File: src/rtl/mdcu_pkg.sv
// ----------------------------------------------------------------------------
// Masked diffusion cell update: shared definitions
// Widths, register indexes, reset values and the structs that move between
// the pipeline sections of the cell update block.
// ----------------------------------------------------------------------------
`default_nettype none

package mdcu_pkg;

   // Field widths.
   localparam int VALUE_W   = 32;   // Q-format concentration, age and bounds
   localparam int COEF_W    = 31;   // unsigned coefficient registers
   localparam int MASK_W    = 6;    // one bit per neighbour
   localparam int NB_COUNT  = 6;
   localparam int DIFF_W    = VALUE_W + 1;   // one neighbour difference
   localparam int PAIR_W    = DIFF_W + 1;    // sum of two differences
   localparam int SUM_W     = PAIR_W + 2;    // sum of all six differences
   localparam int LO_W      = 32;   // low slice of a multiplicand
   localparam int MAG_W     = 62;   // magnitude of a clipped stage value
   localparam int STAGE_W   = MAG_W + 1;     // signed stage value

   // Largest magnitude a stage value may hold.
   localparam logic signed [STAGE_W-1:0] STAGE_MAX = {1'b0, {MAG_W{1'b1}}};

   // Configuration port.
   localparam int CSR_IDX_W = 3;
   localparam int CSR_DATA_W = 32;
   localparam logic [CSR_IDX_W-1:0] CSR_STEP_TIME       = 3'd0;
   localparam logic [CSR_IDX_W-1:0] CSR_DIFFUSION_COEFF = 3'd1;
   localparam logic [CSR_IDX_W-1:0] CSR_INV_SPACING_SQ  = 3'd2;
   localparam logic [CSR_IDX_W-1:0] CSR_DECAY_RATE      = 3'd3;
   localparam logic [CSR_IDX_W-1:0] CSR_WINDOW_LOW      = 3'd4;
   localparam logic [CSR_IDX_W-1:0] CSR_WINDOW_HIGH     = 3'd5;

   // Register reset values.
   localparam logic [COEF_W-1:0] STEP_TIME_RST       = 31'd65;
   localparam logic [COEF_W-1:0] DIFFUSION_COEFF_RST = 31'd65536;
   localparam logic [COEF_W-1:0] INV_SPACING_SQ_RST  = 31'd65536;
   localparam logic [COEF_W-1:0] DECAY_RATE_RST      = 31'd0;
   localparam logic signed [VALUE_W-1:0] WINDOW_LOW_RST  = 32'sd0;
   localparam logic signed [VALUE_W-1:0] WINDOW_HIGH_RST = 32'sd0;

   // One input item.
   typedef struct packed {
      logic signed [VALUE_W-1:0] centre_value;
      logic signed [VALUE_W-1:0] west_value;
      logic signed [VALUE_W-1:0] east_value;
      logic signed [VALUE_W-1:0] south_value;
      logic signed [VALUE_W-1:0] north_value;
      logic signed [VALUE_W-1:0] below_value;
      logic signed [VALUE_W-1:0] above_value;
      logic [MASK_W-1:0]         neighbour_mask;
      logic                      cornified;
      logic signed [VALUE_W-1:0] cell_age;
   } item_type;

   // Output of the stencil front end.
   typedef struct packed {
      logic signed [SUM_W-1:0]   sum;
      logic signed [VALUE_W-1:0] centre;
      logic                      src;
   } front_type;

   // Carried alongside the diffusion multiplications.
   typedef struct packed {
      logic signed [STAGE_W-1:0] decay;
      logic signed [VALUE_W-1:0] centre;
      logic                      src;
      logic                      clip;
   } diff_side_type;

   // Carried alongside the time step multiplication.
   typedef struct packed {
      logic signed [VALUE_W-1:0] centre;
      logic                      clip;
   } step_side_type;

endpackage

`default_nettype wire

File: src/rtl/mdcu_qmul.sv
// ----------------------------------------------------------------------------
// Masked diffusion cell update: pipelined fixed-point multiplier
// Five stages: magnitude, low partial product, high partial product,
// recombine with scaling shift and clip, restore sign. Side data rides along.
// ----------------------------------------------------------------------------
`default_nettype none

module mdcu_qmul import mdcu_pkg::*; #(
   parameter int IN_W      = 36,
   parameter int FRAC_BITS = 16,
   parameter int SIDE_W    = 1
) (
   input  wire logic                     clock,
   input  wire logic                     reset,
   input  wire logic                     in_valid,
   output logic                          in_ready,
   input  wire logic signed [IN_W-1:0]   in_value,
   input  wire logic [SIDE_W-1:0]        in_side,
   input  wire logic [COEF_W-1:0]        coef,
   output logic                          out_valid,
   input  wire logic                     out_ready,
   output logic signed [STAGE_W-1:0]     out_value,
   output logic                          out_clip,
   output logic [SIDE_W-1:0]             out_side
);

   localparam int STAGES  = 5;
   localparam int HI_W    = IN_W - LO_W;
   localparam int LP_W    = LO_W + COEF_W;
   localparam int HP_W    = HI_W + COEF_W;
   localparam int PROD_W  = IN_W + COEF_W;
   localparam int TOP_BIT = MAG_W + FRAC_BITS;   // products at or above clip
   localparam int EXT_W   = (PROD_W > TOP_BIT) ? PROD_W : TOP_BIT + 1;

   logic [STAGES-1:0] valid_ff;
   logic [STAGES-1:0] adv;

   logic [IN_W-1:0]           val_u;
   logic [IN_W-1:0]           mag_in;
   logic [IN_W-1:0]           mag_ff;
   logic [LP_W-1:0]           lp_in;
   logic [LP_W-1:0]           lp2_ff, lp3_ff;
   logic [HI_W-1:0]           hi_ff;
   logic [HP_W-1:0]           hp_in;
   logic [HP_W-1:0]           hp_ff;
   logic [EXT_W-1:0]          prod;
   logic                      clip_in;
   logic [MAG_W-1:0]          r_in;
   logic [MAG_W-1:0]          r_ff;
   logic                      clip4_ff, clip5_ff;
   logic [STAGE_W-1:0]        r_ext;
   logic signed [STAGE_W-1:0] res_in;
   logic signed [STAGE_W-1:0] res_ff;
   logic                      neg1_ff, neg2_ff, neg3_ff, neg4_ff;
   logic [SIDE_W-1:0]         side_ff [STAGES];

   // A stage takes new data when it is empty or its content moves on.
   always_comb begin
      adv[STAGES-1] = !valid_ff[STAGES-1] || out_ready;
      for (int k = STAGES - 2; k >= 0; k--) begin
         adv[k] = !valid_ff[k] || adv[k+1];
      end
   end

   assign in_ready = adv[0];

   always_ff @(posedge clock) begin
      if (reset) begin
         valid_ff <= '0;
      end else begin
         if (adv[0]) valid_ff[0] <= in_valid;
         for (int k = 1; k < STAGES; k++) begin
            if (adv[k]) valid_ff[k] <= valid_ff[k-1];
         end
      end
   end

   // Side data follows its item through every stage.
   always_ff @(posedge clock) begin
      if (adv[0]) side_ff[0] <= in_side;
      for (int k = 1; k < STAGES; k++) begin
         if (adv[k]) side_ff[k] <= side_ff[k-1];
      end
   end

   // Stage 1: magnitude and sign.
   assign val_u  = in_value;
   assign mag_in = val_u[IN_W-1] ? IN_W'(0) - val_u : val_u;

   always_ff @(posedge clock) begin
      if (adv[0]) begin
         mag_ff  <= mag_in;
         neg1_ff <= val_u[IN_W-1];
      end
   end

   // Stage 2: low slice times coefficient.
   assign lp_in = LP_W'(mag_ff[LO_W-1:0]) * LP_W'(coef);

   always_ff @(posedge clock) begin
      if (adv[1]) begin
         lp2_ff  <= lp_in;
         hi_ff   <= mag_ff[IN_W-1:LO_W];
         neg2_ff <= neg1_ff;
      end
   end

   // Stage 3: high slice times coefficient.
   assign hp_in = HP_W'(hi_ff) * HP_W'(coef);

   always_ff @(posedge clock) begin
      if (adv[2]) begin
         hp_ff   <= hp_in;
         lp3_ff  <= lp2_ff;
         neg3_ff <= neg2_ff;
      end
   end

   // Stage 4: recombine, drop the fraction bits and clip the magnitude.
   always_comb begin
      prod    = (EXT_W'(hp_ff) << LO_W) + EXT_W'(lp3_ff);
      clip_in = |prod[EXT_W-1:TOP_BIT];
      r_in    = clip_in ? {MAG_W{1'b1}} : prod[TOP_BIT-1:FRAC_BITS];
   end

   always_ff @(posedge clock) begin
      if (adv[3]) begin
         r_ff     <= r_in;
         clip4_ff <= clip_in;
         neg4_ff  <= neg3_ff;
      end
   end

   // Stage 5: restore the sign; truncation is toward zero.
   assign r_ext  = STAGE_W'(r_ff);
   assign res_in = neg4_ff ? STAGE_W'(0) - r_ext : r_ext;

   always_ff @(posedge clock) begin
      if (adv[4]) begin
         res_ff   <= res_in;
         clip5_ff <= clip4_ff;
      end
   end

   assign out_valid = valid_ff[STAGES-1];
   assign out_value = res_ff;
   assign out_clip  = clip5_ff;
   assign out_side  = side_ff[STAGES-1];

endmodule

`default_nettype wire

File: config.mk
export PLATFORM = sky130hd
export DESIGN_NAME = mdcu_qmul
export DESIGN_NICKNAME = d
export VERILOG_FILES = /design/src/rtl/mdcu_pkg.sv /design/src/rtl/mdcu_qmul.sv
export SDC_FILE = /design/constraint.sdc
export NUM_CORES = 2
export LEC_CHECK = 0
export BUFFER_PORTS_ARGS = -buffer_cell sky130_fd_sc_hd__buf_2
export CAP_MARGIN = 20
export CORE_MARGIN = 1
export CORE_UTILIZATION = 50
export CTS_CLUSTER_SIZE = 16
export DETAILED_ROUTE_END_ITERATION = 7
export PLACE_DENSITY_LB_ADDON = 0.2
export SETUP_SLACK_MARGIN = 0.5
export SLEW_MARGIN = 20
export SYNTH_ARGS = -nofsm -noshare
export SYNTH_HDL_FRONTEND = slang
export SYNTH_SLANG_ARGS = --single-unit
File: constraint.sdc
create_clock -name clock -period 9 [get_ports clock]
set_input_delay 0.45 -clock clock [delete_from_list [all_inputs] [get_ports clock]]
set_output_delay 0.45 -clock clock [all_outputs]
set_load 0.01 [all_outputs]
### Yosys cells after proc, flatten, opt, wreduce, memory -nomap -nowiden

Memories as Yosys holds them, arrays and structs flattened.
Cells that the tools add are included.

* memories: 1
* RAM bits: 5
* bits in registers: 337

* multipliers: 2
* multiplexer cells: 12
* $add $sub $neg: 3
* reductions and logical operators: 10

Memory list
* side_ff: depth 5, width 1, read ports 5, clocked after Yosys merged registers in 0, write ports 5, RTL line mdcu_qmul.sv:55 `logic [SIDE_W-1:0] side_ff [STAGES];`

Operators by type and width (count)
* adder 67 x 63 -> 68 bit: 1
* multiplier 32 x 31 -> 63 bit: 1
* subtractor 1 x 62 -> 63 bit (first input constant): 1
* 2-to-1 mux 62 bit: 1
* subtractor 1 x 36 -> 36 bit (first input constant): 1
* multiplier 4 x 31 -> 35 bit: 1
* 2-to-1 mux 35 bit: 1
* 2-to-1 mux 1 bit: 10
* logical NOT 1 bit: 5
* logical OR 1 bit: 5

### Longest topological paths before layout

* depth after elaboration: 8
* gate-level depth with buffers: 30

### Worst setup path before layout

Ideal clock, no wire load.

* kind: input to register
* start point: input port coef[7]
* end point: register lp2_ff[59] (data pin)
* path slack: 1.496 ns
* cell stages on the path: 29
* library setup time: 0.258 ns
* arrival: 7.246 ns
* buffers on the path: 2
* data required time: 8.742 ns
* path through: clkbuf_1 > clkbuf_1 > nand2_1 > fa_1 > inv_1 > fa_1 > fa_1 > inv_1 > fa_1 > inv_1 > fa_1 > inv_1 > fa_1 > inv_1 > fa_1 > inv_1 > fa_1 > inv_1 > ha_1 > nand2_1 > o21ai_0 > nor2_1 > o21bai_1 > a31oi_1 > o21ai_0 > a21oi_1 > o21ai_0 > a31oi_1 > xnor2_1

* cells in the longest elaborated chain, start to end: 1

RTL lines
* from (decl): RTL line mdcu_qmul.sv:19 `input wire logic [COEF_W-1:0] coef,`
* multiplier 32 x 31 -> 63 bit: RTL line mdcu_qmul.sv:98 `assign lp_in = LP_W'(mag_ff[LO_W-1:0]) * LP_W'(coef);`
* via lp_in[59]: RTL line mdcu_qmul.sv:41 `logic [LP_W-1:0] lp_in;`
* to (signal assigned): RTL line mdcu_qmul.sv:102 `lp2_ff <= lp_in;`
* to (decl): RTL line mdcu_qmul.sv:42 `logic [LP_W-1:0] lp2_ff, lp3_ff;`

The timed path passes the listed nets, and every way through them passes these cells.
A chain may end at the register's enable or synchronous reset.

### Worst setup path in the final report

* start point: register mag_ff[27]
* end point: register lp2_ff[55] (data pin)

* cells in the longest elaborated chain, start to end: 1

RTL lines
* from (decl): RTL line mdcu_qmul.sv:40 `logic [IN_W-1:0] mag_ff;`
* from (signal assigned): RTL line mdcu_qmul.sv:92 `mag_ff <= mag_in;`
* multiplier 32 x 31 -> 63 bit: RTL line mdcu_qmul.sv:98
* via lp_in[55]: RTL line mdcu_qmul.sv:41

The timed path passes the listed nets, and every way through them passes these cells.

==> summary.txt <==
Layout area overhead - 6.97%
CP Launch Point - mag_ff[27]
CP Buf/Inv Count - 3
Post-synth cell types - 62
Clock skew - 0.0438 ns
Clock Tree Root - clkbuf_16
Chip width - 310 um
First-pass GRT wire length - 193 mm
CP delay by family, top - adder cells
Clock transition at path regs - 0.06 ns
RR Startpoint - mag_ff[27]
Startpoint class of the critical path - flop
Commonest non-fill, non-tap cell in the layout - fa_1
Worst-path cell chain - buf_4 -> nand2_1 -> fa_1 -> inv_1 -> fa_1 -> fa_1 -> fa_1 -> fa_1 -> fa_1 -> fa_1 -> ha_1 -> ha_1 -> a21o_1 -> a2111oi_0 -> nor2_1 -> o31ai_1 -> o21ai_0 -> buf_4 -> a21oi_1 -> o21ai_0 -> a31oi_1 -> xnor2_1
Post-CTS resize count - 0
Most frequent cells in the layout - fa_1 (924), inv_1 (914), nand2_1 (611)
Max Buffers Root-to-Sink - 3
Multi-input logic area - 0.0343 mm2
Drt initial violations - 2530
Crit path arrival time - 8.57 ns
DRT Pass-1 Iters - 6
Share of synthesized registers carrying an async set or reset - 0
Mapped Area - 0.0475 mm2
Crit path to - lp2_ff[55]
Layout cells sized above 1 - 0.0642
CP Class - flop to flop
# Max-Cap Violations - 0
Hold Buf Count CTS - 0
Top-area cell type share of the netlist area - 0.389
Flop and latch count out of synthesis - 298
CTS tree - built
R2r setup slk - 0.75 ns
CP dominant cell by count - fa_1
Vias - 32600
H-tree depth - 2
FF/Latch Area - 0.00890 mm2
Largest net degree at the start of global routing - 85
# port buffers - 137
Syn Inst Count - 4757
Clock sink count - 298
Initial core utilization - 0.507
Worst-Margin Slew - 1.13 ns
Minimum clock period after layout - 8.25 ns
Slew margin rel. - 0.245
YS warnings - 0
GRT overflow - 0
Avg Cell Area, Syn - 9.99 um2
Final Setup Violations - 0
FF-to-FF End - lp2_ff[55]
Critical path depth - 22
Nets - 6107
RSZ-0062 raised after global routing - no
Tcrit/Tclk final - 0.917
Global-route usage over all layers - 0.262
Fin. max-slew vios - 0
Initial antenna violation count - 5
Gpl congestion - 0.914
Remaining DRCs - 0
Worst skew pair latency - 0.58 ns
Io pins - 139
Register area share after synthesis - 0.187
Synth Flop Type - edfxtp_1
Slowest-stage cell, CP - edfxtp_1
Number of buffers created by CTS - 35
Row count - 112
Core ar. - 0.0937 mm2
Routed Antenna Nets - 0
Worst path max stage delay - 0.79 ns
Hold/Removal Path Class - input port to flop
CP endpoint kind - flop
Critical-path maximum fanout - 18
DRT Wirelength - 121 mm
Status - finished, final reports clean
Area contributors post-synth - fa_1 (39%), edfxtp_1 (19%), ha_1 (8.6%)
Placed wire-length estimate - 95.3 mm
Syn_nets - 6078
Die height - 310 um
R2R cell count - 22
Worst path required time - 9.32 ns
Routed len/inst - 20.0 um
Vias in the first global route - 34500
Final hold violation count - 0
Total die area - 0.0963 mm2
Vias/cell - 5.37
Cell taking the most area after synthesis - fa_1
Filler Cell Count - 8332
Post-synth EDFFs - 293
Max Freq - 0.121 GHz
Total Neg Setup Slack - 0 ns
-- registers in the layout, indices dropped and copies added (netlist names) --
signal     count
neg2_ff        1
r_ff          52
out_value     63
hp_ff         35
valid_ff       5
hi_ff          4
neg3_ff        1
neg1_ff        1
lp3_ff        47
mag_ff        36
side_ff        5
lp2_ff        47
neg4_ff        1
-- layer usage --
metal  up-vias  wire length [um]  track usage
li1      14600                 -            -
met1     16600             52300        0.366
met2      1227             56000        0.422
met3       162             10400       0.0550
met4         0              2690       0.0588
met5         -                 0            0
-- layout make-up --
cell class | count | share of cell area
multi-input cells | 3297 | 0.674
clock inverters | 22 | 0.00379
flip-flops and latches | 298 | 0.175
inverters | 916 | 0.0677
well taps | 1254 | 0.0309
clock buffers | 40 | 0.0176
diodes | 1 | 0.0000492
repair buffers | 238 | 0.0310
-- worst min path at each step --
stage | startpoint | endpoint | slack (ns) | cells past startpoint
3_3_place_gp | lp2_ff[46] | lp3_ff[46] | 0.40 | 0
5_1_grt | in_side | side_ff[0][0] | 0.03 | 1
2_1_floorplan | mag_ff[32] | hi_ff[0] | 0.40 | 0
4_1_cts | in_side | side_ff[0][0] | 0.03 | 1
6_report | in_side | side_ff[0][0] | 0.05 | 1
3_5_place_dp | lp2_ff[20] | lp3_ff[20] | 0.40 | 0
-- metrics by stage --
step | hold slack, ns | std cells | setup slack [ns] | cell area (um2) | utilization
after floorplan | 0.400 | 4757 | 1.50 | 47500 | -
after global placement | 0.401 | 5992 | 0.780 | 49600 | 0.529
after detailed placement | 0.405 | 5994 | 0.601 | 49600 | 0.529
after CTS | 0.0280 | 6056 | 0.639 | 50700 | 0.541
after global routing | 0.0309 | 6065 | 0.502 | 50800 | 0.542
final | 0.0523 | 6066 | 0.747 | 50800 | 0.542
-- cell usage after synthesis, types with 17 or more instances --
library cell / number
clkbuf_1: 240
ha_1: 325
a21oi_1: 118
and2_1: 589
nand3_1: 18
or4_1: 20
nand4_1: 20
nand2_1: 613
o21bai_1: 17
xnor2_1: 152
a21o_1: 69
inv_1: 916
o31ai_1: 26
fa_1: 924
o21ai_0: 83
xor2_1: 38
nor2_1: 75
edfxtp_1: 293
or3_1: 22
-- kinds of logic (layout without fill, tap and decap cells) --
kind of cell	after synthesis	count (layout)	share of synthesized area
simple gates	1439	1439	0.154
fa+ha+maj	1249	1249	0.475
buf+inv	1162	1216	0.0920
compound gates	418	418	0.0568
flops	298	298	0.187
xor+xnor	190	190	0.0350
other cells	1	2	0.0000789
-- what timing repair did --
item,4_1_cts,5_1_grt
endpoints found under the hold margin,0,0
setup endpoints to repair,0,10
setup buffers,0,7
Power is left out: the tool's default activity adds up to more than one toggle a clock period on the data nets, which glitch-free logic cannot reach.
