[config.mk]
export PLATFORM = sky130hd
export DESIGN_NAME = mdcu_front
export DESIGN_NICKNAME = d
export VERILOG_FILES = /design/src/rtl/mdcu_pkg.sv /design/src/rtl/mdcu_front.sv
export SDC_FILE = /design/constraint.sdc
export NUM_CORES = 1
export LEC_CHECK = 0
export BUFFER_PORTS_ARGS = -buffer_cell sky130_fd_sc_hd__buf_2
export CAP_MARGIN = 10
export CORE_MARGIN = 10
export CORE_UTILIZATION = 50
export DETAILED_ROUTE_END_ITERATION = 7
export GPL_ROUTABILITY_DRIVEN = 0
export HOLD_SLACK_MARGIN = 0.02
export PLACE_DENSITY_LB_ADDON = 0.08
export SLEW_MARGIN = 20
export SYNTH_ARGS = -nofsm -noshare
export SYNTH_HDL_FRONTEND = slang
export SYNTH_SLANG_ARGS = --single-unit
[constraint.sdc]
create_clock -name clock -period 9.53 [get_ports clock]
set_input_delay 1.906 -clock clock [delete_from_list [all_inputs] [get_ports clock]]
set_output_delay 1.906 -clock clock [all_outputs]
set_load 0.01 [all_outputs]
[src/rtl/mdcu_pkg.sv]
// ----------------------------------------------------------------------------
// Masked diffusion cell update: shared definitions
// Widths, register indexes, reset values and the structs that move between
// the pipeline sections of the cell update block.
// ----------------------------------------------------------------------------
`default_nettype none

package mdcu_pkg;

   // Field widths.
   localparam int VALUE_W   = 32;   // Q-format concentration, age and bounds
   localparam int COEF_W    = 31;   // unsigned coefficient registers
   localparam int MASK_W    = 6;    // one bit per neighbour
   localparam int NB_COUNT  = 6;
   localparam int DIFF_W    = VALUE_W + 1;   // one neighbour difference
   localparam int PAIR_W    = DIFF_W + 1;    // sum of two differences
   localparam int SUM_W     = PAIR_W + 2;    // sum of all six differences
   localparam int LO_W      = 32;   // low slice of a multiplicand
   localparam int MAG_W     = 62;   // magnitude of a clipped stage value
   localparam int STAGE_W   = MAG_W + 1;     // signed stage value

   // Largest magnitude a stage value may hold.
   localparam logic signed [STAGE_W-1:0] STAGE_MAX = {1'b0, {MAG_W{1'b1}}};

   // Configuration port.
   localparam int CSR_IDX_W = 3;
   localparam int CSR_DATA_W = 32;
   localparam logic [CSR_IDX_W-1:0] CSR_STEP_TIME       = 3'd0;
   localparam logic [CSR_IDX_W-1:0] CSR_DIFFUSION_COEFF = 3'd1;
   localparam logic [CSR_IDX_W-1:0] CSR_INV_SPACING_SQ  = 3'd2;
   localparam logic [CSR_IDX_W-1:0] CSR_DECAY_RATE      = 3'd3;
   localparam logic [CSR_IDX_W-1:0] CSR_WINDOW_LOW      = 3'd4;
   localparam logic [CSR_IDX_W-1:0] CSR_WINDOW_HIGH     = 3'd5;

   // Register reset values.
   localparam logic [COEF_W-1:0] STEP_TIME_RST       = 31'd65;
   localparam logic [COEF_W-1:0] DIFFUSION_COEFF_RST = 31'd65536;
   localparam logic [COEF_W-1:0] INV_SPACING_SQ_RST  = 31'd65536;
   localparam logic [COEF_W-1:0] DECAY_RATE_RST      = 31'd0;
   localparam logic signed [VALUE_W-1:0] WINDOW_LOW_RST  = 32'sd0;
   localparam logic signed [VALUE_W-1:0] WINDOW_HIGH_RST = 32'sd0;

   // One input item.
   typedef struct packed {
      logic signed [VALUE_W-1:0] centre_value;
      logic signed [VALUE_W-1:0] west_value;
      logic signed [VALUE_W-1:0] east_value;
      logic signed [VALUE_W-1:0] south_value;
      logic signed [VALUE_W-1:0] north_value;
      logic signed [VALUE_W-1:0] below_value;
      logic signed [VALUE_W-1:0] above_value;
      logic [MASK_W-1:0]         neighbour_mask;
      logic                      cornified;
      logic signed [VALUE_W-1:0] cell_age;
   } item_type;

   // Output of the stencil front end.
   typedef struct packed {
      logic signed [SUM_W-1:0]   sum;
      logic signed [VALUE_W-1:0] centre;
      logic                      src;
   } front_type;

   // Carried alongside the diffusion multiplications.
   typedef struct packed {
      logic signed [STAGE_W-1:0] decay;
      logic signed [VALUE_W-1:0] centre;
      logic                      src;
      logic                      clip;
   } diff_side_type;

   // Carried alongside the time step multiplication.
   typedef struct packed {
      logic signed [VALUE_W-1:0] centre;
      logic                      clip;
   } step_side_type;

endpackage

`default_nettype wire

[src/rtl/mdcu_front.sv]
// ----------------------------------------------------------------------------
// Masked diffusion cell update: stencil front end
// Three stages: masked neighbour differences and the age window test, then
// pairwise sums, then the full Laplacian sum.
// ----------------------------------------------------------------------------
`default_nettype none

module mdcu_front import mdcu_pkg::*; (
   input  wire logic                      clock,
   input  wire logic                      reset,
   input  wire logic                      in_valid,
   output logic                           in_ready,
   input  wire item_type                  in_item,
   input  wire logic signed [VALUE_W-1:0] win_low,
   input  wire logic signed [VALUE_W-1:0] win_high,
   output logic                           out_valid,
   input  wire logic                      out_ready,
   output front_type                      out_data
);

   localparam int STAGES = 3;

   logic [STAGES-1:0] valid_ff;
   logic [STAGES-1:0] adv;

   logic signed [VALUE_W-1:0] nb [NB_COUNT];
   logic signed [DIFF_W-1:0]  diff_in [NB_COUNT];
   logic signed [DIFF_W-1:0]  diff_ff [NB_COUNT];
   logic                      src_in;
   logic                      src1_ff, src2_ff, src3_ff;
   logic signed [VALUE_W-1:0] c1_ff, c2_ff, c3_ff;
   logic signed [PAIR_W-1:0]  pair_in [NB_COUNT/2];
   logic signed [PAIR_W-1:0]  pair_ff [NB_COUNT/2];
   logic signed [SUM_W-1:0]   sum_in;
   logic signed [SUM_W-1:0]   sum_ff;

   // A stage takes new data when it is empty or its content moves on.
   always_comb begin
      adv[STAGES-1] = !valid_ff[STAGES-1] || out_ready;
      for (int k = STAGES - 2; k >= 0; k--) begin
         adv[k] = !valid_ff[k] || adv[k+1];
      end
   end

   assign in_ready = adv[0];

   always_ff @(posedge clock) begin
      if (reset) begin
         valid_ff <= '0;
      end else begin
         if (adv[0]) valid_ff[0] <= in_valid;
         for (int k = 1; k < STAGES; k++) begin
            if (adv[k]) valid_ff[k] <= valid_ff[k-1];
         end
      end
   end

   // Neighbours in mask bit order.
   assign nb[0] = in_item.west_value;
   assign nb[1] = in_item.east_value;
   assign nb[2] = in_item.south_value;
   assign nb[3] = in_item.north_value;
   assign nb[4] = in_item.below_value;
   assign nb[5] = in_item.above_value;

   // Stage 1: masked differences and the source window test.
   always_comb begin
      for (int i = 0; i < NB_COUNT; i++) begin
         diff_in[i] = in_item.neighbour_mask[i]
                    ? DIFF_W'(nb[i]) - DIFF_W'(in_item.centre_value)
                    : '0;
      end
      src_in = in_item.cornified && (in_item.cell_age > win_low)
            && (in_item.cell_age <= win_high);
   end

   always_ff @(posedge clock) begin
      if (adv[0]) begin
         for (int i = 0; i < NB_COUNT; i++) diff_ff[i] <= diff_in[i];
         c1_ff   <= in_item.centre_value;
         src1_ff <= src_in;
      end
   end

   // Stage 2: pairwise sums.
   always_comb begin
      for (int j = 0; j < NB_COUNT / 2; j++) begin
         pair_in[j] = PAIR_W'(diff_ff[2*j]) + PAIR_W'(diff_ff[2*j+1]);
      end
   end

   always_ff @(posedge clock) begin
      if (adv[1]) begin
         for (int j = 0; j < NB_COUNT / 2; j++) pair_ff[j] <= pair_in[j];
         c2_ff   <= c1_ff;
         src2_ff <= src1_ff;
      end
   end

   // Stage 3: full sum.
   assign sum_in = SUM_W'(pair_ff[0]) + SUM_W'(pair_ff[1]) + SUM_W'(pair_ff[2]);

   always_ff @(posedge clock) begin
      if (adv[2]) begin
         sum_ff  <= sum_in;
         c3_ff   <= c2_ff;
         src3_ff <= src2_ff;
      end
   end

   assign out_valid       = valid_ff[STAGES-1];
   assign out_data.sum    = sum_ff;
   assign out_data.centre = c3_ff;
   assign out_data.src    = src3_ff;

endmodule

`default_nettype wire

Yosys cells after proc, flatten, opt, wreduce, memory -nomap -nowiden

Memories as Yosys holds them, arrays and structs flattened.
Index checks and enable logic that the tools add are counted.

Memory bits (writable): 300
Flip-flop bits (word level): 138
Input port bits: 331
Output and inout bits: 71
Memories kept: 2

$lt $le $gt $ge: 2
Add/sub/neg operators: 11
Reduce and logical (&&, ||, !) cells: 8
Multiplexer cells: 10

Memories:

| memory  | words | width | read ports | clocked after Yosys merged registers in | write ports | RTL line         | RTL |
|---|---|---|---|---|---|---|---|
| diff_ff | 6     | 33    | 6          | 0                                       | 6           | mdcu_front.sv:28 | `logic signed [DIFF_W-1:0] diff_ff [NB_COUNT];` |
| pair_ff | 3     | 34    | 3          | 0                                       | 3           | mdcu_front.sv:33 | `logic signed [PAIR_W-1:0] pair_ff [NB_COUNT/2];` |

Operators by type and width:

| operator          | number |
|---|---|
| $mux 33           | 6 |
| $sub 32x32->33    | 6 |
| $add 33x33->34    | 3 |
| $add 35x34->36    | 1 |
| $add 34x34->35    | 1 |
| $gt 32x32->1      | 1 |
| $le 32x32->1      | 1 |
| $mux 1            | 4 |
| $logic_not 1->1   | 3 |
| $logic_or 1x1->1  | 3 |
| $logic_and 1x1->1 | 2 |

Logic depth before layout (Yosys ltp)

Gate-level depths: netlist of the first run.

Depth after elaboration: 6
Mapped depth: 17
Gate-level depth less buffers: 17

Worst setup path after synthesis of the first run

No wires, ideal clock.

Path kind: input to output
Start: input port out_ready
End: output port in_ready
Stages on the path: 3
Data required time: 7.624 ns
Arrival: 7.039 ns
Path slack: 0.585 ns
Cell sequence: nor2b_1 -> and2_1 -> nand2_1

Longest elaborated chain between the ends: 3

Ends and longest elaborated chain:

| element                       | RTL line         | RTL |
|---|---|---|
| start, declared               | mdcu_front.sv:17 | `input wire logic out_ready,` |
| $logic_or 1x1->1              | mdcu_front.sv:39 | `adv[STAGES-1] = !valid_ff[STAGES-1] \|\| out_ready;` |
| $logic_or 1x1->1 (2 in a row) | mdcu_front.sv:41 | `adv[k] = !valid_ff[k] \|\| adv[k+1];` |
| end, declared                 | mdcu_front.sv:12 | `output logic in_ready,` |

Every way passes these cells.

Worst setup path after layout of the first run

Same ends and word-level chain as after synthesis.

==> metrics.md, run 1 <==
| Metric | Value |
|---|---|
| Status | `completed` |
| Drt pass-1 iters | `6` |
| Post-synth EDFFs | `435` |
| Leakage power figure | `17.0 nW` |
| Clock buffer depth | `3` |
| Number of buffers created by CTS | `between 50 and 60` |
| Hpwl dp | `around 74 mm` |
| Count of fill cells added during filler insertion | `between 5k and 6k` |
| Synthesized Nets | `roughly 3.8k` |
| Via count of the first global-routing pass | `between 20k and 30k` |
| Post-DR vias/cell | `5.79` |
| Post-route DRC violation count | `0` |
| Dominant synthesized flop cell | `sky130_fd_sc_hd__edfxtp_1` |
| Max frequency | `193 MHz` |
| Worst Clk Skew | `around 20 ps` |
| Detailed Route WL | `between 90 and 100 mm` |
| Net Sw Frac | `36.1%` |
| Most common cell after layout, fill and taps aside | `sky130_fd_sc_hd__edfxtp_1` |
| Overall Global Routing Usage | `23.3%` |
| Fin Hold WS | `roughly 420 ps` |
| Switching power total | `3.06 mW` |
| Type of origin of the critical path | `input pin` |
| Type of the worst setup path | `input pin to primary output` |
| Wire length of the first global-routing pass | `136 mm` |
| Worst-Margin Slew | `961 ps` |
| Iter 0 DRT Violations | `approximately 1.7k` |
| VDD IR-drop max | `0.168 mV` |
| Pins over their slew limit | `0` |
| Root cell of the clock tree | `sky130_fd_sc_hd__clkbuf_16` |
| Wirelength per Cell | `roughly 21 um` |
| Final Critical Period | `a little over 5000 ps` |
| RSZ-0062 raised after global routing | `no` |
| Synth unique cells | `76` |
| Area of the multi-input gates | `roughly 0.018 sq mm` |
| Total die area | `0.0742 sq mm` |
| Yosys top cell area share | `41.0%` |
| Worst skew pair latency | `600 ps` |
| Number of resized instances in the post-cts repair step | `0` |
| PD cells | `233 mW/mm^2` |
| Final global-route overflow total | `0` |
| Dominant cells by area after synthesis | `sky130_fd_sc_hd__edfxtp_1, sky130_fd_sc_hd__ha_1, sky130_fd_sc_hd__a21o_1, sky130_fd_sc_hd__a21oi_1, sky130_fd_sc_hd__xnor2_1` |
| Count of nets left with antenna violations after detail routing | `0` |
| Proportion of layout cells with a drive suffix above 1 | `14.6%` |
| Layout Nets | `4,238` |
| Data arrival at the endpoint of the critical path | `3280 ps` |
| Top library cells by usage in the layout, fill and taps aside | `sky130_fd_sc_hd__edfxtp_1, sky130_fd_sc_hd__buf_2, sky130_fd_sc_hd__ha_1` |
| Maximum number of pins on one net before global-route repair | `77` |
| Relative slew slack | `between 30% and 40%` |
| Overall die height | `272 um` |
| Hold Buf Count CTS | `0` |
| Setup Fix Bufs, Post-CTS | `0` |
| Hold WC Path Type | `flip-flop to flip-flop` |
| Clock group share of total power | `22.7%` |
| Total area of sequential cells | `roughly 0.013 sq mm` |
| Portion of the clock cycle consumed by the worst path in the final layout | `around 54%` |
| Part of the total power dissipated in combinational logic | `42.2%` |
| Number of antenna violations at the first check in global routing | `5` |
| Yosys Warn Count | `0` |
| Synthesized area | `about 0.032 sq mm` |
| Clock tree from TritonCTS | `yes` |
| Number of levels the H-tree was split into | `2` |
| Synth async-reset ratio | `0%` |
| Final TNS setup | `0 ps` |
| Clk slew on worst S/H paths | `50 ps` |
| Worst Path Max Fanout | `30` |
| Internal Pwr Total | `5.42 mW` |
| Number of setup violations in the final report | `0` |
| Via Count | `between 20k and 30k` |
| Final hold viol count | `0` |
| IO buf count | `roughly 400` |
| Largest area contributor in the synthesized netlist | `sky130_fd_sc_hd__edfxtp_1` |
| Starting Density | `50.5%` |
| Critical Path RT | `7620 ps` |
| Synth Area per Inst | `~10 sq um` |
| Number of instances in the synthesized netlist | `3,062` |
| Power share of the sequential group | `35.0%` |
| Post-synthesis register bit count | `about 440` |
| Max_cap viols | `0` |
| Clock sink count | `about 440` |
| Area overhead of the layout relative to synthesis | `14.4%` |
| Fraction of the yosys area taken by sequential cells | `41.2%` |
| Rows | `92` |
| CP endpoint kind | `primary output` |
| Count of pins on the block boundary | `402` |
| Width of the die | `about 270 um` |
| CORE AREA | `0.0631 sq mm` |
==> metal layers <==
metal  vias to the layer above  global-route usage, %  share of wire [%]
met4                         0                   9.42                4.1
met1                     11900                   29.5                 42
met3                       195                   3.73                7.1
li1                      12200                      -                  -
met5                         -                      0                  0
met2                       940                   39.2                 47
==> Yosys cell counts, types with 8 or more instances <==
library cell / number
sky130_fd_sc_hd__a31oi_1: 33
sky130_fd_sc_hd__a211oi_1: 29
sky130_fd_sc_hd__a21o_1: 185
sky130_fd_sc_hd__edfxtp_1: 435
sky130_fd_sc_hd__nor2b_1: 61
sky130_fd_sc_hd__o21bai_1: 29
sky130_fd_sc_hd__nand4_1: 45
sky130_fd_sc_hd__or2_2: 13
sky130_fd_sc_hd__and4_1: 8
sky130_fd_sc_hd__nand2b_1: 53
sky130_fd_sc_hd__o31ai_1: 15
sky130_fd_sc_hd__a21boi_0: 12
sky130_fd_sc_hd__o21ai_0: 124
sky130_fd_sc_hd__nand2_1: 137
sky130_fd_sc_hd__inv_1: 184
sky130_fd_sc_hd__clkbuf_1: 42
sky130_fd_sc_hd__o21ai_1: 19
sky130_fd_sc_hd__o21a_1: 46
sky130_fd_sc_hd__xor2_1: 93
sky130_fd_sc_hd__a211o_1: 9
sky130_fd_sc_hd__ha_1: 389
sky130_fd_sc_hd__fa_1: 44
sky130_fd_sc_hd__nand3_1: 59
sky130_fd_sc_hd__o211ai_1: 21
sky130_fd_sc_hd__or3_1: 17
sky130_fd_sc_hd__nor3_1: 51
sky130_fd_sc_hd__and2_1: 89
sky130_fd_sc_hd__nor3b_1: 20
sky130_fd_sc_hd__and3_1: 30
sky130_fd_sc_hd__nor2_1: 228
sky130_fd_sc_hd__a21oi_1: 275
sky130_fd_sc_hd__xnor2_1: 151
==> per-stage QoR <==
| step | total power, mW | util (%) | cells | area, sq um | setup WS [ps] |
|---|---|---|---|---|---|
| 4_1_cts | 8.49 | 57.8 | 4362 | 36400 | 4320 |
| 6_report | 8.48 | 57.8 | 4366 | 36400 | 4340 |
| 3_3_place_gp | 6.43 | 55.2 | 4267 | 34800 | 4010 |
| 3_5_place_dp | 6.54 | 55.2 | 4267 | 34800 | 3910 |
| 2_1_floorplan | 5.56 | - | 3062 | 31900 | 585 |
| 5_1_grt | 9.06 | 57.8 | 4366 | 36400 | 4200 |
==> critical path, stage by stage <==
cell and delay [ps]:
sky130_fd_sc_hd__buf_2 100, sky130_fd_sc_hd__nor2b_1 270, sky130_fd_sc_hd__and2_1 370, sky130_fd_sc_hd__nand2_4 360, sky130_fd_sc_hd__buf_2 270
==> state kept, by name (all words and copies together), names as in the netlist, 3 cells and up <==
| signal | cells |
|---|---|
| sum_ff | 36 |
| pair_ff | 102 |
| c2_ff | 32 |
| diff_ff | 198 |
| c3_ff | 32 |
| valid_ff | 3 |
| c1_ff | 32 |
==> power by group through the flow <==
stage	Sequential (mW)	Clock [mW]	Combinational, mW
final	2.97	1.93	3.58
after global routing	3.00	2.05	4.01
after CTS	2.97	1.97	3.55
after detailed placement	3.01	0	3.53
after global placement	3.00	0	3.43
after floorplan	2.94	0	2.62
==> cell type report <==
| class | instances | share of cell area [%] |
|---|---|---|
| antenna | 4 | 0.0275 |
| clock inverter | 34 | 0.827 |
| inverter | 185 | 1.93 |
| multi-input combinational | 2392 | 49.0 |
| timing repair buffer | 406 | 5.61 |
| clock buffer | 61 | 3.66 |
| sequential | 438 | 36.0 |
| tap | 846 | 2.90 |
==> worst paths after layout <==
| check | startpoint | endpoint | slack [ps] | cells past startpoint |
|---|---|---|---|---|
| max | out_ready | in_ready | 4340 | 5 |
| min | c2_ff[16] | c3_ff[16] | 420 | 0 |
| max reg2reg | pair_ff[0][1] | sum_ff[29] | 5050 | 15 |
| min reg2reg | c2_ff[16] | c3_ff[16] | 420 | 0 |
==> logic make-up after synthesis <==
logic type | share of synthesized area, %
buf+inv | 2.75
xor+xnor | 6.71
compound gates | 17.7
simple gates | 13.3
fa+ha+maj | 18.0
mux | 0.330
flops | 41.2
Power figures use the tool's default switching activity.
==> run 2: changes to the inputs <==
==> constraint.sdc (replaced) <==
create_clock -name clock -period 5.4 [get_ports clock]
set_input_delay 1.08 -clock clock [delete_from_list [all_inputs] [get_ports clock]]
set_output_delay 1.08 -clock clock [all_outputs]
set_load 0.01 [all_outputs]
==> run 2 against run 1 <==
Against the previous run: sequential share of layout area shrank 0.067 points; die area is the same; final area grew 0.19%; critical path type is now flip-flop to flip-flop; largest cell class unchanged; highest routed layer is now met5.
==> metrics.md, run 2 (synthesis gave the netlist of run 1 again) <==
| Metric | Value |
|---|---|
| Number of resized instances in the post-cts repair step | `0 (unchanged)` |
| Type of origin of the critical path | `flip-flop` |
| Portion of the clock cycle consumed by the worst path in the final layout | `80.4%` |
| Post-DR vias/cell | `5.79 (about the same)` |
| Number of setup violations in the final report | `0 (unchanged)` |
| Number of buffers created by CTS | `51 (unchanged)` |
| Count of nets left with antenna violations after detail routing | `0 (unchanged)` |
| Most common cell after layout, fill and taps aside | `sky130_fd_sc_hd__edfxtp_1` |
| Wire length of the first global-routing pass | `138 mm (+1.8%)` |
| Buf+Inv Stages, Crit Path | `1 (-1)` |
| Data arrival at the endpoint of the critical path | `4690 ps (+1410 ps)` |
| Type of the worst setup path | `flip-flop to flip-flop` |
| Pins over their slew limit | `0 (unchanged)` |
| Largest stage delay on the critical path | `630 ps (+260 ps)` |
| Drt pass-1 iters | `5 (-1)` |
| Number of antenna violations at the first check in global routing | `9 (+4)` |
| Leakage power figure | `17.1 nW (+0.16%)` |
| Detailed Route WL | `90.5 mm (+0.37%)` |
| Area overhead of the layout relative to synthesis | `14.6%` |
| Status | `completed` |
| Worst Clk Skew | `22.3 ps (+2.11 ps)` |
| Standard cell with the maximum stage delay on the critical path | `sky130_fd_sc_hd__a211oi_1` |
| Via Count | `25.3k (+0.19%)` |
| CP endpoint kind | `flip-flop` |
| Final Critical Period | `4340 ps` |
| Setup Fix Bufs, Post-CTS | `0 (unchanged)` |
| Clock tree from TritonCTS | `yes` |
| Wirelength per Cell | `20.7 um (+0.26%)` |
| Iter 0 DRT Violations | `2,027 (+16%)` |
| CP delay by family, top | `compound AO/OA/AOI/OAI gates` |
| Pre-CTS setup slack | `756 ps (-3150 ps)` |
| Final hold viol count | `0 (unchanged)` |
| IO buf count | `401 (unchanged)` |
| Critical Path RT | `5750 ps (-1870 ps)` |
| Worst skew pair latency | `610 ps (about the same)` |
| Max_cap viols | `0 (unchanged)` |
| Worst Path Max Fanout | `4 (-87%)` |
| Clock buffer depth | `3 (unchanged)` |
| Critical path, cell by cell | `fa_1 > ha_1 > inv_1 > fa_1 > nor2b_1 > o21a_1 > o21ai_0 > a211oi_1 > o21ai_0 > a21oi_1 > a21o_1 > a21oi_1 > o21bai_1 > a21oi_1 > xnor2_1` |
| VDD IR-drop max | `0.238 mV (+41%)` |
| Worst path most repeated cell | `sky130_fd_sc_hd__a21oi_1` |
| Top Registers | `diff_ff: 198 flops, pair_ff: 102 flops, sum_ff: 36 flops` |
| Via count of the first global-routing pass | `25.8k (+1.0%)` |
| Placement-stage cell area | `0.0349 sq mm (+0.18%)` |
| Overall die height | `272 um (unchanged)` |
| Maximum number of pins on one net before global-route repair | `68 (-12%)` |
| PD cells | `410 mW/mm^2 (+76%)` |
| Clk slew on worst S/H paths | `60 ps (about the same)` |
| Width of the die | `272 um (unchanged)` |
| Layout Nets | `4,245 (+0.17%)` |
| Max frequency | `230 MHz` |
| Final TNS setup | `0 ps (unchanged)` |
| Flip-flop count of the largest register after layout | `198 (unchanged)` |
| Overall Global Routing Usage | `23.6% (+0.34 points)` |
| Proportion of layout cells with a drive suffix above 1 | `14.7% (+0.15 points)` |
| Top library cells by usage in the layout, fill and taps aside | `sky130_fd_sc_hd__edfxtp_1, sky130_fd_sc_hd__buf_2, sky130_fd_sc_hd__ha_1` |
| Clock sink count | `438 (unchanged)` |
| Most flop-heavy register | `diff_ff` |
| Power consumption | `15.0 mW (+77%)` |
| Worst-Margin Slew | `1050 ps (+85.4 ps)` |
| Starting Density | `50.5% (unchanged)` |
| RSZ-0062 raised after global routing | `no` |
| Final cell area excluding filler cells | `0.0365 sq mm (+0.19%)` |
| Post-route DRC violation count | `0 (unchanged)` |
| Count of pins on the block boundary | `402 (unchanged)` |
| Hold WC Path Type | `flip-flop to flip-flop` |
| Share of the core filled with cells | `57.9% (+0.11 points)` |
| CORE AREA | `0.0631 sq mm (unchanged)` |
| Worst path setup slack after routing | `1060 ps (-3280 ps)` |
| Final global-route overflow total | `0 (unchanged)` |
| Rows | `92 (unchanged)` |
| Hold Buf Count CTS | `0 (unchanged)` |
| Number of levels the H-tree was split into | `2 (unchanged)` |
| Relative slew slack | `29.8% (-6.1 points)` |
| Hpwl dp | `73.7 mm (+0.19%)` |
| Total die area | `0.0742 sq mm (unchanged)` |
| Root cell of the clock tree | `sky130_fd_sc_hd__clkbuf_16` |
[run 2: cell types whose count changed in the layout (fill, tap and decap cells not counted)]
cell	delta
sky130_fd_sc_hd__clkbuf_1	-3
sky130_fd_sc_hd__clkinvlp_4	-2
sky130_fd_sc_hd__nand2_4	-1
sky130_fd_sc_hd__clkinv_1	+3
sky130_fd_sc_hd__buf_4	+7
sky130_fd_sc_hd__inv_1	-1
sky130_fd_sc_hd__clkinv_8	-1
sky130_fd_sc_hd__nand2_8	+1
sky130_fd_sc_hd__clkbuf_16	+1
sky130_fd_sc_hd__clkinv_4	+3
sky130_fd_sc_hd__clkinv_2	-2
[run 2: path summary, 6_finish.rpt]
path,slack [ps],depth (start not counted),endpoint,start
worst max-delay path,1060,15,sum_ff[29],pair_ff[0][1]
worst min-delay path,410,0,c2_ff[1],c1_ff[1]
worst max register to register,1060,15,sum_ff[29],pair_ff[0][1]
worst min register to register,410,0,c2_ff[1],c1_ff[1]
[run 2: layer usage]
metal  track usage [%]  part of all wire (%)  vias up
li1                  -                     -    12200
met1              30.2                    43    12000
met2              39.5                    46      891
met3              3.88                   6.4      207
met4              9.33                   4.1        2
met5                 0                 0.014        -
[run 2: report_power, final]
part	leakage, nW	switching, mW	internal, mW
sequential	4.87	0.416	4.82
clock	0.807	1.40	2.02
combinational	11.4	3.56	2.75
total	17.1	5.38	9.59
[run 2: through the flow]
| stage | std cells | hold slack (ps) |
|---|---|---|
| after floorplan | 3062 | 400 |
| after global placement | 4274 | 400 |
| after detailed placement | 4274 | 405 |
| after CTS | 4367 | 415 |
| after global routing | 4371 | 421 |
| final | 4371 | 413 |
[run 2: cell type report]
class / instances / area [sq um]
fill: 5403 / 26600
multi-input combinational: 2392 / 17900
sequential: 438 / 13100
timing repair buffer: 413 / 2100
clock buffer: 59 / 1350
tap: 846 / 1060
inverter: 185 / 702
clock inverter: 34 / 294
antenna: 4 / 10.0
==> run 3: changes to the inputs <==
==> constraint.sdc (replaced) <==
create_clock -name clock -period 4 [get_ports clock]
set_input_delay 0.8 -clock clock [delete_from_list [all_inputs] [get_ports clock]]
set_output_delay 0.8 -clock clock [all_outputs]
set_load 0.01 [all_outputs]
==> run 3 against run 2 <==
Against the previous run: sequential cell count did not move; total power up 36%; non-clock buffer count is 133 higher; sequential power up 35%; combinational power increased by 42%; critical endpoint is now sum_ff[34].
==> metrics.md, run 3 (synthesis gave the netlist of run 1 again) <==
| Metric | Value |
|---|---|
| Status | `completed` |
| Number of antenna violations at the first check in global routing | `8 (-1)` |
| Leakage power figure | `17.7 nW (+3.7%)` |
| Via Count | `25.8k (+1.9%)` |
| Root cell of the clock tree | `sky130_fd_sc_hd__clkbuf_16` |
| Count of nets left with antenna violations after detail routing | `0 (unchanged)` |
| VDD IR-drop max | `0.339 mV (+43%)` |
| Pre-CTS setup slack | `-257 ps (-1010 ps)` |
| Post-Layout Cell Count | `4,507 (+3.1%)` |
| Detailed Route WL | `92.2 mm (+1.8%)` |
| Clock sink count | `438 (unchanged)` |
| Most flop-heavy register | `diff_ff` |
| Via count of the first global-routing pass | `26.3k (+2.1%)` |
| Top library cells by usage in the layout, fill and taps aside | `sky130_fd_sc_hd__edfxtp_1, sky130_fd_sc_hd__buf_2, sky130_fd_sc_hd__ha_1` |
| Area of the multi-input gates | `0.0179 sq mm (+0.11%)` |
| Count of fill cells added during filler insertion | `5,326 (-1.4%)` |
| Wirelength per Cell | `20.4 um (-1.2%)` |
| Flip-flop count of the largest register after layout | `198 (unchanged)` |
| Max_cap viols | `0 (unchanged)` |
| Total area of sequential cells | `0.0131 sq mm (unchanged)` |
| Worst skew pair latency | `600 ps (about the same)` |
| Worst-Margin Slew | `1030 ps (-18.5 ps)` |
| Clock tree from TritonCTS | `yes` |
| PD cells | `544 mW/mm^2 (+33%)` |
| Critical Path RT | `4340 ps (-1410 ps)` |
| Placement-stage cell area | `0.0359 sq mm (+3.1%)` |
| Hold WC Path Type | `input pin to flip-flop` |
| Maximum number of pins on one net before global-route repair | `156 (+130%)` |
| Overall Global Routing Usage | `24.1% (+0.45 points)` |
| Starting Density | `50.5% (unchanged)` |
| Rows | `92 (unchanged)` |
| Width of the die | `272 um (unchanged)` |
| IO buf count | `401 (unchanged)` |
| Post-DR vias/cell | `5.73 (-1.2%)` |
| Final hold viol count | `0 (unchanged)` |
| Hpwl dp | `75.3 mm (+2.3%)` |
| Worst Clk Skew | `22.1 ps (-0.177 ps)` |
| Relative slew slack | `31.1% (+1.2 points)` |
| Data arrival at the endpoint of the critical path | `4180 ps (-510 ps)` |
| Total die area | `0.0742 sq mm (unchanged)` |
| CP endpoint kind | `flip-flop` |
| Wire length of the first global-routing pass | `141 mm (+2.0%)` |
| Type of the worst setup path | `flip-flop to flip-flop` |
| Final global-route overflow total | `0 (unchanged)` |
| Final Critical Period | `3840 ps (-504 ps)` |
| Drt pass-1 iters | `6 (+1)` |
| Number of setup violations in the final report | `0 (unchanged)` |
| Iter 0 DRT Violations | `2,097 (+3.5%)` |
| Number of placed instances, taps included | `4,407 (+3.1%)` |
| Post-route DRC violation count | `0 (unchanged)` |
| Pins over their slew limit | `0 (unchanged)` |
| Overall die height | `272 um (unchanged)` |
| Portion of the clock cycle consumed by the worst path in the final layout | `96.0% (+16 points)` |
| Max frequency | `260 MHz (+13%)` |
| Clock buffer depth | `3 (unchanged)` |
| Proportion of layout cells with a drive suffix above 1 | `17.8% (+3.1 points)` |
| Number of levels the H-tree was split into | `2 (unchanged)` |
| Top Registers | `diff_ff: 198 flops, pair_ff: 102 flops, sum_ff: 36 flops` |
| Worst path setup slack after routing | `160 ps (-896 ps)` |
| Area overhead of the layout relative to synthesis | `17.9%` |
| Clk slew on worst S/H paths | `60 ps (about the same)` |
| Most common cell after layout, fill and taps aside | `sky130_fd_sc_hd__edfxtp_1` |
| Type of origin of the critical path | `flip-flop` |
| Final cell area excluding filler cells | `0.0376 sq mm (+2.8%)` |
| Worst Path Max Fanout | `3 (-1)` |
| Count of pins on the block boundary | `402 (unchanged)` |
| Layout Nets | `4,378 (+3.1%)` |
| RSZ-0062 raised after global routing | `no` |
| CORE AREA | `0.0631 sq mm (unchanged)` |
| Number of buffers created by CTS | `51 (unchanged)` |
[run 3: cell count changes in the layout (fill, tap and decap cells not counted), moves of 2 or more]
cell	change
sky130_fd_sc_hd__buf_4	+126
sky130_fd_sc_hd__buf_12	+7
sky130_fd_sc_hd__clkbuf_1	+3
sky130_fd_sc_hd__clkinv_1	+3
sky130_fd_sc_hd__clkinv_4	-3
sky130_fd_sc_hd__o21ai_0	-3
sky130_fd_sc_hd__o21ai_1	+3
sky130_fd_sc_hd__a21oi_1	-2
sky130_fd_sc_hd__a21oi_2	+2
sky130_fd_sc_hd__bufinv_16	-2
sky130_fd_sc_hd__clkinvlp_4	+2
sky130_fd_sc_hd__diode_2	+2
[run 3: final cells by class]
| class | count | share of cell area (%) |
|---|---|---|
| clock buffers | 61 | 3.56 |
| multi-input cells | 2392 | 47.7 |
| repair buffers | 546 | 8.48 |
| inverters | 185 | 1.87 |
| flip-flops and latches | 438 | 34.9 |
| well taps | 846 | 2.82 |
| diodes | 6 | 0.0400 |
| clock inverters | 33 | 0.633 |
[run 3: final timing paths]
kind	startpoint	to	cells past startpoint	slack [ps]
max	pair_ff[0][36]	sum_ff[34]	13	160
max reg2reg	pair_ff[0][36]	sum_ff[34]	13	160
min reg2reg	c2_ff[20]	c3_ff[20]	0	420
min	in_item[249]	c1_ff[18]	1	390
[run 3: where the power goes]
group          switching (mW)  internal (mW)
Sequential              0.556           6.51
Combinational            4.96           3.98
Clock                    1.87           2.56
[run 3: what timing repair did]
action	4_1_cts	5_1_grt
endpoints found under the setup margin	0	7
hold buffers	0	0
setup buffers	0	0
gates resized for setup	0	7
[run 3: worst max-delay path, stage by stage (launching register included)]
cell,delay (ps)
sky130_fd_sc_hd__edfxtp_1,420
sky130_fd_sc_hd__fa_1,510
sky130_fd_sc_hd__ha_1,290
sky130_fd_sc_hd__a21o_1,190
sky130_fd_sc_hd__a21oi_2,180
sky130_fd_sc_hd__nor2b_1,80
sky130_fd_sc_hd__o311ai_1,300
sky130_fd_sc_hd__o211ai_1,290
sky130_fd_sc_hd__a41oi_2,300
sky130_fd_sc_hd__buf_4,160
sky130_fd_sc_hd__o21ai_0,140
sky130_fd_sc_hd__and2_1,240
sky130_fd_sc_hd__a221oi_1,380
sky130_fd_sc_hd__xnor2_1,110
[run 3: layer usage]
metal	wire [um]	track usage (%)	vias up
met4	3110	8.25	0
met2	43300	40.3	901
met5	0	0	-
met3	6630	3.86	176
met1	39100	31.2	12200
li1	-	-	12500
[run 3: per-stage QoR]
step | util (%) | hold slack, ps | TNS (ps) | total power [mW]
detailed placement | 57.0 | 405 | -2830 | 15.9
global placement | 57.0 | 400 | -1310 | 15.7
floorplan | - | 400 | 0 | 13.2
CTS | 59.5 | 344 | 0 | 20.4
global route | 59.5 | 357 | 0 | 21.9
finish | 59.5 | 390 | 0 | 20.4
